## src/hw/rtl/lpg_pkg.sv

```systemverilog
`timescale 1ns / 1ps

package lpg_pkg;

  // Field widths of the pixel interface
  localparam int COORD_W  = 11;
  localparam int WIDTH_W  = 12;
  localparam int INDEX_W  = 22;
  localparam int COLOUR_W = 32;

  // Default coordinate datapath width
  localparam int COORD_BITS_DEF = 11;

  // Row pitch after reset
  localparam logic [WIDTH_W-1:0] LINE_PITCH_RESET = 12'd1680;

  // Command codes
  localparam logic CMD_START = 1'b0;
  localparam logic CMD_NEXT  = 1'b1;

endpackage

```

## src/hw/rtl/line_pixel_generator_core.sv

```systemverilog
`timescale 1ns / 1ps

// An accepted transaction passes through the stage 1 register and then the output register.
// Throughput: one transaction per cycle unless a stalled output holds the pipeline; the
// error update and step feed stage 1 combinationally, and the index multiply-add sits in the second stage.
// Reset (rst, synchronous, active high): no line active, pipeline empty,
// row pitch back to 1680.
module line_pixel_generator_core #(
  parameter int COORD_BITS = lpg_pkg::COORD_BITS_DEF
) (
  input  logic                          clk,
  input  logic                          rst,
  // configuration write channel
  input  logic                          cfg_valid,
  output logic                          cfg_ready,
  input  logic [lpg_pkg::WIDTH_W-1:0]   cfg_data,
  // command channel
  input  logic                          in_valid,
  output logic                          in_stall,
  input  logic                          cmd,
  input  logic [lpg_pkg::COORD_W-1:0]   start_x,
  input  logic [lpg_pkg::COORD_W-1:0]   start_y,
  input  logic [lpg_pkg::COORD_W-1:0]   end_x,
  input  logic [lpg_pkg::COORD_W-1:0]   end_y,
  input  logic [lpg_pkg::COLOUR_W-1:0]  line_colour,
  // pixel channel
  output logic                          out_valid,
  input  logic                          out_stall,
  output logic                          pixel_valid,
  output logic [lpg_pkg::COORD_W-1:0]   pixel_x,
  output logic [lpg_pkg::COORD_W-1:0]   pixel_y,
  output logic [lpg_pkg::INDEX_W-1:0]   pixel_index,
  output logic [lpg_pkg::COLOUR_W-1:0]  pixel_colour,
  output logic                          last_pixel
);
  import lpg_pkg::*;

  localparam int CB    = COORD_BITS;
  localparam int ERRW  = COORD_BITS + 2;
  localparam int WIDE  = (COORD_BITS > COORD_W) ? COORD_BITS : COORD_W;
  localparam int PRODW = (COORD_BITS + WIDTH_W > INDEX_W) ? COORD_BITS + WIDTH_W : INDEX_W;

  // config register, always ready
  logic [WIDTH_W-1:0] line_pitch;
  assign cfg_ready = 1'b1;

  always_ff @(posedge clk) begin
    if (rst) begin
      line_pitch <= LINE_PITCH_RESET;
    end else if (cfg_valid && cfg_ready) begin
      line_pitch <= cfg_data;
    end
  end

  // line state
  logic [CB-1:0]          cur_x, cur_y, target_x, target_y;
  logic [CB-1:0]          delta_x, delta_y;
  logic                   step_x_neg, step_y_neg;
  logic signed [ERRW-1:0] error_term;
  logic [COLOUR_W-1:0]    held_colour;
  logic                   line_active;

  logic [CB-1:0]          cur_x_next, cur_y_next, target_x_next, target_y_next;
  logic [CB-1:0]          delta_x_next, delta_y_next;
  logic                   step_x_neg_next, step_y_neg_next;
  logic signed [ERRW-1:0] error_term_next;
  logic [COLOUR_W-1:0]    held_colour_next;
  logic                   line_active_next;

  // stage 1 result register
  logic                s1_v, s1_pv, s1_last;
  logic [CB-1:0]       s1_x, s1_y;
  logic [COLOUR_W-1:0] s1_colour;

  logic                s1_pv_next, s1_last_next;
  logic [CB-1:0]       s1_x_next, s1_y_next;
  logic [COLOUR_W-1:0] s1_colour_next;

  // handshake
  logic in_fire, out_en;
  assign out_en   = !out_valid || !out_stall;
  assign in_stall = s1_v && !out_en;
  assign in_fire  = in_valid && !in_stall;

  // input coordinates taken modulo 2^COORD_BITS
  logic [WIDE-1:0] sx_w, sy_w, ex_w, ey_w;
  logic [CB-1:0]   x0, y0, x1, y1;
  assign sx_w = WIDE'(start_x);
  assign sy_w = WIDE'(start_y);
  assign ex_w = WIDE'(end_x);
  assign ey_w = WIDE'(end_y);
  assign x0   = sx_w[CB-1:0];
  assign y0   = sy_w[CB-1:0];
  assign x1   = ex_w[CB-1:0];
  assign y1   = ey_w[CB-1:0];

  // setup terms for a start
  logic [CB-1:0] dx_start, dy_start;
  assign dx_start = (x1 >= x0) ? (x1 - x0) : (x0 - x1);
  assign dy_start = (y1 >= y0) ? (y1 - y0) : (y0 - y1);

  // step tests on the error before the update
  logic signed [ERRW-1:0] dx_s, dy_s;
  logic                   take_x, take_y;
  assign dx_s   = $signed({2'b00, delta_x});
  assign dy_s   = $signed({2'b00, delta_y});
  assign take_x = error_term > -dx_s;
  assign take_y = error_term < dy_s;

  // state update and emitted pixel
  always_comb begin
    cur_x_next       = cur_x;
    cur_y_next       = cur_y;
    target_x_next    = target_x;
    target_y_next    = target_y;
    delta_x_next     = delta_x;
    delta_y_next     = delta_y;
    step_x_neg_next  = step_x_neg;
    step_y_neg_next  = step_y_neg;
    error_term_next  = error_term;
    held_colour_next = held_colour;
    line_active_next = line_active;

    case (cmd)
      CMD_START: begin
        cur_x_next       = x0;
        cur_y_next       = y0;
        target_x_next    = x1;
        target_y_next    = y1;
        step_x_neg_next  = !(x0 < x1);
        step_y_neg_next  = !(y0 < y1);
        delta_x_next     = dx_start;
        delta_y_next     = dy_start;
        if (dx_start > dy_start) begin
          error_term_next = $signed({2'b00, dx_start >> 1});
        end else begin
          error_term_next = -$signed({2'b00, dy_start >> 1});
        end
        held_colour_next = line_colour;
        line_active_next = 1'b1;
      end
      CMD_NEXT: begin
        if (line_active) begin
          if (take_x) begin
            cur_x_next = step_x_neg ? cur_x - CB'(1) : cur_x + CB'(1);
          end
          if (take_y) begin
            cur_y_next = step_y_neg ? cur_y - CB'(1) : cur_y + CB'(1);
          end
          error_term_next = error_term - (take_x ? dy_s : ERRW'(0))
                                       + (take_y ? dx_s : ERRW'(0));
        end
      end
      default: begin
      end
    endcase

    // pixel out, or an empty result with no line active
    if ((cmd == CMD_NEXT) && !line_active) begin
      s1_pv_next     = 1'b0;
      s1_x_next      = '0;
      s1_y_next      = '0;
      s1_colour_next = '0;
      s1_last_next   = 1'b0;
    end else begin
      s1_pv_next     = 1'b1;
      s1_x_next      = cur_x_next;
      s1_y_next      = cur_y_next;
      s1_colour_next = held_colour_next;
      s1_last_next   = (cur_x_next == target_x_next) && (cur_y_next == target_y_next);
      if (s1_last_next) begin
        line_active_next = 1'b0;
      end
    end
  end

  // state and stage 1 registers
  always_ff @(posedge clk) begin
    if (rst) begin
      cur_x       <= '0;
      cur_y       <= '0;
      target_x    <= '0;
      target_y    <= '0;
      delta_x     <= '0;
      delta_y     <= '0;
      step_x_neg  <= 1'b0;
      step_y_neg  <= 1'b0;
      error_term  <= '0;
      held_colour <= '0;
      line_active <= 1'b0;
      s1_v        <= 1'b0;
    end else if (in_fire) begin
      cur_x       <= cur_x_next;
      cur_y       <= cur_y_next;
      target_x    <= target_x_next;
      target_y    <= target_y_next;
      delta_x     <= delta_x_next;
      delta_y     <= delta_y_next;
      step_x_neg  <= step_x_neg_next;
      step_y_neg  <= step_y_neg_next;
      error_term  <= error_term_next;
      held_colour <= held_colour_next;
      line_active <= line_active_next;
      s1_v        <= 1'b1;
    end else if (out_en) begin
      s1_v <= 1'b0;
    end
  end

  always_ff @(posedge clk) begin
    if (in_fire) begin
      s1_pv     <= s1_pv_next;
      s1_x      <= s1_x_next;
      s1_y      <= s1_y_next;
      s1_colour <= s1_colour_next;
      s1_last   <= s1_last_next;
    end
  end

  // stage 2: linear index, y * width + x, wrapped to the field width
  logic [PRODW-1:0] index_sum;
  logic [WIDE-1:0]  px_w, py_w;
  assign index_sum = PRODW'(s1_y) * PRODW'(line_pitch) + PRODW'(s1_x);
  assign px_w      = WIDE'(s1_x);
  assign py_w      = WIDE'(s1_y);

  always_ff @(posedge clk) begin
    if (rst) begin
      out_valid <= 1'b0;
    end else if (out_en) begin
      out_valid <= s1_v;
    end
  end

  always_ff @(posedge clk) begin
    if (out_en && s1_v) begin
      pixel_valid  <= s1_pv;
      pixel_x      <= px_w[COORD_W-1:0];
      pixel_y      <= py_w[COORD_W-1:0];
      pixel_index  <= index_sum[INDEX_W-1:0];
      pixel_colour <= s1_colour;
      last_pixel   <= s1_last;
    end
  end

endmodule

```

## config.mk

```make
export PLATFORM = sky130hd
export DESIGN_NAME = line_pixel_generator_core
export DESIGN_NICKNAME = d
export VERILOG_FILES = /design/src/hw/rtl/lpg_pkg.sv /design/src/hw/rtl/line_pixel_generator_core.sv
export SDC_FILE = /design/constraint.sdc
export NUM_CORES = 1
export LEC_CHECK = 0
export BUFFER_PORTS_ARGS = -buffer_cell sky130_fd_sc_hd__clkbuf_2
export CORE_UTILIZATION = 25
export DETAILED_ROUTE_END_ITERATION = 8
export PLACE_DENSITY_LB_ADDON = 0.15
export SETUP_SLACK_MARGIN = 0.15
export SKIP_LAST_GASP = 1
export SLEW_MARGIN = 20
export SYNTH_ARGS = -nofsm -noshare
export SYNTH_HDL_FRONTEND = slang
export SYNTH_SLANG_ARGS = --single-unit
```

## constraint.sdc

```tcl
create_clock -name clk -period 8.8 [get_ports clk]
set_input_delay 0.88 -clock clk [delete_from_list [all_inputs] [get_ports clk]]
set_output_delay 0.88 -clock clk [all_outputs]
set_load 0.01 [all_outputs]
```

Word-level counts from Yosys, hierarchy flattened

Index checks and enable logic that the tools add are counted.

Add/sub/neg operators: 13
Multipliers: 1
Order comparisons: 7
Equal/unequal tests: 3
Mux-type cells: 24
Bitwise operators: 1
Reduce and logical (&&, ||, !) cells: 16

Operator list:

| kind                                                | count |
|---|---|
| two-way mux 11 bit                                  | 12 |
| one-hot mux 11 bit (2 select lines)                 | 2 |
| subtractor 11 bit                                   | 4 |
| two-way mux 32 bit                                  | 1 |
| two-way mux 13 bit                                  | 2 |
| one-hot mux 13 bit (2 select lines)                 | 1 |
| adder 11 x 1 -> 11 bit (second input constant)      | 2 |
| adder 22 x 11 -> 22 bit                             | 1 |
| equality test 11 bit                                | 2 |
| greater-or-equal comparator 11 bit                  | 2 |
| less-than comparator 11 bit                         | 2 |
| multiplier 11 x 12 -> 22 bit                        | 1 |
| subtractor 11 x 1 -> 11 bit (second input constant) | 2 |
| adder 13 x 12 -> 13 bit                             | 1 |
| greater-than comparator 13 bit                      | 1 |
| less-than comparator 13 x 12 -> 1 bit               | 1 |
| negator 10 -> 13 bit                                | 1 |
| negator 11 -> 13 bit                                | 1 |
| subtractor 13 x 12 -> 13 bit                        | 1 |
| greater-than comparator 11 bit                      | 1 |
| logical NOT 1 bit                                   | 7 |
| two-way mux 1 bit                                   | 6 |
| logical AND 1 bit                                   | 5 |
| AND reduction 2 bit                                 | 2 |
| other kinds (4)                                     | 4 |

Register bits: 262
Input port bits: 94
Output and inout port bits: 81
Logic and storage cells: 90

Longest topological paths before layout

Word-level depth: 9
Gate-level depth with buffers: 31
Depth with buffers taken out: 29

Least setup slack after synthesis

No wires, ideal clock.

Path kind: input to register
Start point: input out_stall
End point: register last_pixel, enable pin
Setup time: 633 ps
Arrival time: 6551 ps
Data required time: 8167 ps
Setup slack: 1616 ps
Cell stages on the path: 1
Buffers on the path: 0
Cell sequence: a21boi_0

Longest elaborated chain between the ends: 3

RTL lines:

| what                   | RTL line                         | source |
|---|---|---|
| start: declaration     | line_pixel_generator_core.sv:28  | `input logic out_stall,` |
| logical NOT 1 bit      | line_pixel_generator_core.sv:81  | `assign out_en = !out_valid \|\| !out_stall;` |
| logical OR 1 bit       | line_pixel_generator_core.sv:81  |  |
| logical AND 1 bit      | line_pixel_generator_core.sv:236 | `if (out_en && s1_v) begin` |
| end signal: assignment | line_pixel_generator_core.sv:242 | `last_pixel <= s1_last;` |
| end: declaration       | line_pixel_generator_core.sv:34  | `output logic last_pixel` |

Every way passes these cells.
A chain may end at the register's enable or synchronous reset.

Final worst setup path

Start point: register delta_x[0]
End point: register error_term[12]

Longest elaborated chain between the ends: 7
Elaborated cells between the ends (all ways): 8
Classes of those cells: 3 x add/sub; 1 x order compare; 4 x mux

RTL lines:

| what                                  | RTL line                         | source |
|---|---|---|
| start: declaration                    | line_pixel_generator_core.sv:57  | `logic [CB-1:0] delta_x, delta_y;` |
| start signal: assignment              | line_pixel_generator_core.sv:197 | `delta_x <= delta_x_next;` |
| negator 11 -> 13 bit                  | line_pixel_generator_core.sv:107 | `assign take_x = error_term > -dx_s;` |
| greater-than comparator 13 bit        | line_pixel_generator_core.sv:107 |  |
| two-way mux 11 bit                    | line_pixel_generator_core.sv:150 | `error_term_next = error_term - (take_x ? dy_s : ERRW'(0))` |
| subtractor 13 x 12 -> 13 bit          | line_pixel_generator_core.sv:150 |  |
| adder 13 x 12 -> 13 bit *             | line_pixel_generator_core.sv:151 | `+ (take_y ? dx_s : ERRW'(0));` |
| two-way mux 13 bit *                  | line_pixel_generator_core.sv:143 | `if (line_active) begin` |
| one-hot mux 13 bit (2 select lines) * | line_pixel_generator_core.sv:124 | `case (cmd)` |
| end signal: assignment                | line_pixel_generator_core.sv:201 | `error_term <= error_term_next;` |
| end: declaration                      | line_pixel_generator_core.sv:59  | `logic signed [ERRW-1:0] error_term;` |

Mark *: on every way between the ends. The rest lies on a longest branch, timed or not. The select of a mux whose other input is x is not followed.

==> flow_summary.ini <==
[floorplanning]
pin_count = 175
die_y_um = 285
die_area_um2 = 81000
core_um2 = 79000
initial_core_util = 0.253
die_w_um = 285
std_cell_rows = 103

[routing]
wirelength_um = 63700
first_pass_iters = 5
drt-initial-drc-count = 878
via_count = 15819
postRouteAntennaNets = 0
post_drt_wl_per_cell_um = 18.7
drc = 0
viasPerCell = 4.64

[sta]
finalClockSkew_ns = 0.0295
setup_violations = 0
setup-tns-final_ns = 0
fin_crit_ns = 6.75
drv_slew = 0
max-slew-margin-rel = 0.281
hold_viol = 0
finalCritPeriodShare = 0.767
worst_slew_pin_slew_ns = 1.08
fmax_ghz = 0.148
rsz0062_at_grt = no

[logic_synthesis]
synth_edf_count = 134
synth_ff_type = edfxtp_1
ys_seq_elements = 262
synthCells = 2205
ys_warn_count = 0
syn_nets = 2586
netlist_top_cells_area = edfxtp_1 20%, dfxtp_1 13%, fa_1 12%, ha_1 11%, inv_1 5.6%
syn_area_um2 = 20000
yosysSeqAreaShare = 0.330
async_flop_share = 0
yosys.cell_types.count = 89
syn_area_per_cell_um2 = 9.05
yosysTopAreaCell = edfxtp_1
synth_top_area_share = 0.202

[power_and_ir_drop]
pwr-share-seq = 0.300
pwr-share-clk = 0.266
ir_drop_mv = 0.102
power_density_nw_per_um2 = 227
switching_share = 0.383
intPower_mw = 3.22
pwr-share-comb = 0.434
p_leak_nw = 10.0
p_switching_mw = 2.00

[grt]
grt.total_usage = 0.157
grt_max_degree = 82
grt_pass1_wl_um = 98400
grt_pass1_vias = 16078
overflow = 0
antenna_found_initial = 1

[critical_path]
start_kind = register
critPathKind = reg2reg
required_ns = 9.24
r2r_setup_slack_ns = 2.05
arrival_ns = 7.19
cp-end-kind = register
path_max_fanout = 11

[layout]
layout_common_cells = 295 x inv_1, 287 x nand2_1, 171 x ha_1, 171 x clkbuf_2, 162 x a21oi_1
final_common_cell = inv_1
drive_above_1_share = 0.118
syn_to_final_growth_pct = 15.2
post-route-util = 0.291
fin_nets = 2713

[cts]
cts_setup_buffers = 0
hold_buffers = 0
cts-root-buf = clkbuf_16
cts_tree = built
cts.repair.resized = 0
cts.clk_slew.worst_paths_ns = 0.06
cts_sinks = 262
clockBufferDepth = 3
clock_latency_ns = 0.54
numCtsBuffers = 35
htreeDepth = 2

[worst_hold_path]
hold_class = reg2reg

[placement]
portBuffers = 173
place_hpwl_um = 48300
gp_congestion = 0.830

[run_status]
status = completed

[flow_run]
cap_violations = 0
## metrics by stage
stage	worst slack [ns]	hold WS, ns	total power, mW	area (µm²)	std cells
final	2.05	0.411	5.22	23000	3408
after global routing	1.44	0.413	5.63	23000	3408
after CTS	1.98	0.408	5.30	23000	3406
after detailed placement	2.00	0.405	3.87	21900	3344
after global placement	2.19	0.400	3.86	21900	3344
after floorplan	1.62	0.400	3.21	20000	2205
## power groups by stage
stage               clock, mW  combinational (mW)  sequential (mW)
detailed placement          0                2.27             1.60
global route             1.48                2.57             1.58
global placement            0                2.26             1.60
finish                   1.39                2.27             1.57
floorplan                   0                1.65             1.57
CTS                      1.44                2.29             1.57
## state kept, by name, summed over array words and instances (netlist names), 11 cells and up
| name | count |
|---|---|
| held_colour | 32 |
| pixel_colour | 32 |
| s1_colour | 32 |
| pixel_index | 22 |
| error_term | 13 |
| line_pitch | 12 |
| cur_x | 11 |
| cur_y | 11 |
| delta_x | 11 |
| delta_y | 11 |
| pixel_x | 11 |
| pixel_y | 11 |
| px_w | 11 |
| py_w | 11 |
| target_x | 11 |
| target_y | 11 |
## cell type report
class | instances | area [µm²]
Fill cell | 8352 | 56000
Multi-Input combinational cell | 1548 | 11900
Sequential cell | 262 | 6590
Tap cell | 1050 | 1310
Inverter | 296 | 1110
Timing Repair Buffer | 189 | 1000
Clock buffer | 50 | 962
Clock inverter | 12 | 124
Antenna cell | 1 | 2.50
## path summary, 6_finish.rpt
kind | startpoint | endpoint | cells past startpoint
worst min-delay path | s1_last$_SDFFCE_PP0P_ | last_pixel$_DFFE_PP_ | 0
worst max register to register | delta_x[0]$_SDFFE_PP0P_ | error_term[12]$_SDFFE_PP0P_ | 27
worst min register to register | s1_last$_SDFFCE_PP0P_ | last_pixel$_DFFE_PP_ | 0
worst max-delay path | delta_x[0]$_SDFFE_PP0P_ | error_term[12]$_SDFFE_PP0P_ | 27
## routing by layer
metal	part of all wire	track usage	wire, µm	vias to the layer above
met5	0	0	0	-
met4	0.031	0.0513	1960	0
met3	0.046	0.0242	2940	78
met2	0.46	0.256	29300	371
met1	0.46	0.212	29500	7665
li1	-	-	-	7705
## cell families after synthesis
kind of cell | Yosys count | synth area share
and+or+nand+nor | 639 | 0.149
AOI/OAI and AO/OA | 453 | 0.142
buffers and inverters | 395 | 0.0755
adders and majority gates | 287 | 0.223
DFF | 262 | 0.330
xor gates and xnor gates | 119 | 0.0547
muxes | 49 | 0.0252
other | 1 | 0.000188
## Yosys cell counts (39+ instances only)
| cell | count |
|---|---|
| a21oi_1 | 162 |
| fa_1 | 116 |
| xor2_1 | 52 |
| mux2i_1 | 39 |
| clkbuf_1 | 85 |
| and2_1 | 58 |
| xnor2_1 | 62 |
| edfxtp_1 | 134 |
| ha_1 | 171 |
| dfxtp_1 | 128 |
| nor2_1 | 120 |
| o21ai_0 | 87 |
| nand3_1 | 54 |
| nand2_1 | 288 |
| inv_1 | 296 |
## critical path, stage by stage (launching register included)
cell and delay [ns]:
dfxtp_1 0.35, or4_1 0.59, or4_1 0.51, nor3_1 0.21
xor2_1 0.10, ha_1 0.30, nand3_1 0.10, o21ba_2 0.22
a21oi_1 0.14, a211oi_1 0.09, nor2b_1 0.71, buf_4 0.34
and2_1 0.16, ha_1 0.13, inv_1 0.04, ha_1 0.20
fa_1 0.40, a21o_1 0.18, a21oi_1 0.22, o21bai_1 0.09
a21oi_1 0.23, o21ai_0 0.20, a21o_1 0.21, a21oi_1 0.24
o21ai_0 0.16, xnor2_1 0.15, a21oi_1 0.08, a221oi_1 0.28
Power figures use the tool's default switching activity.
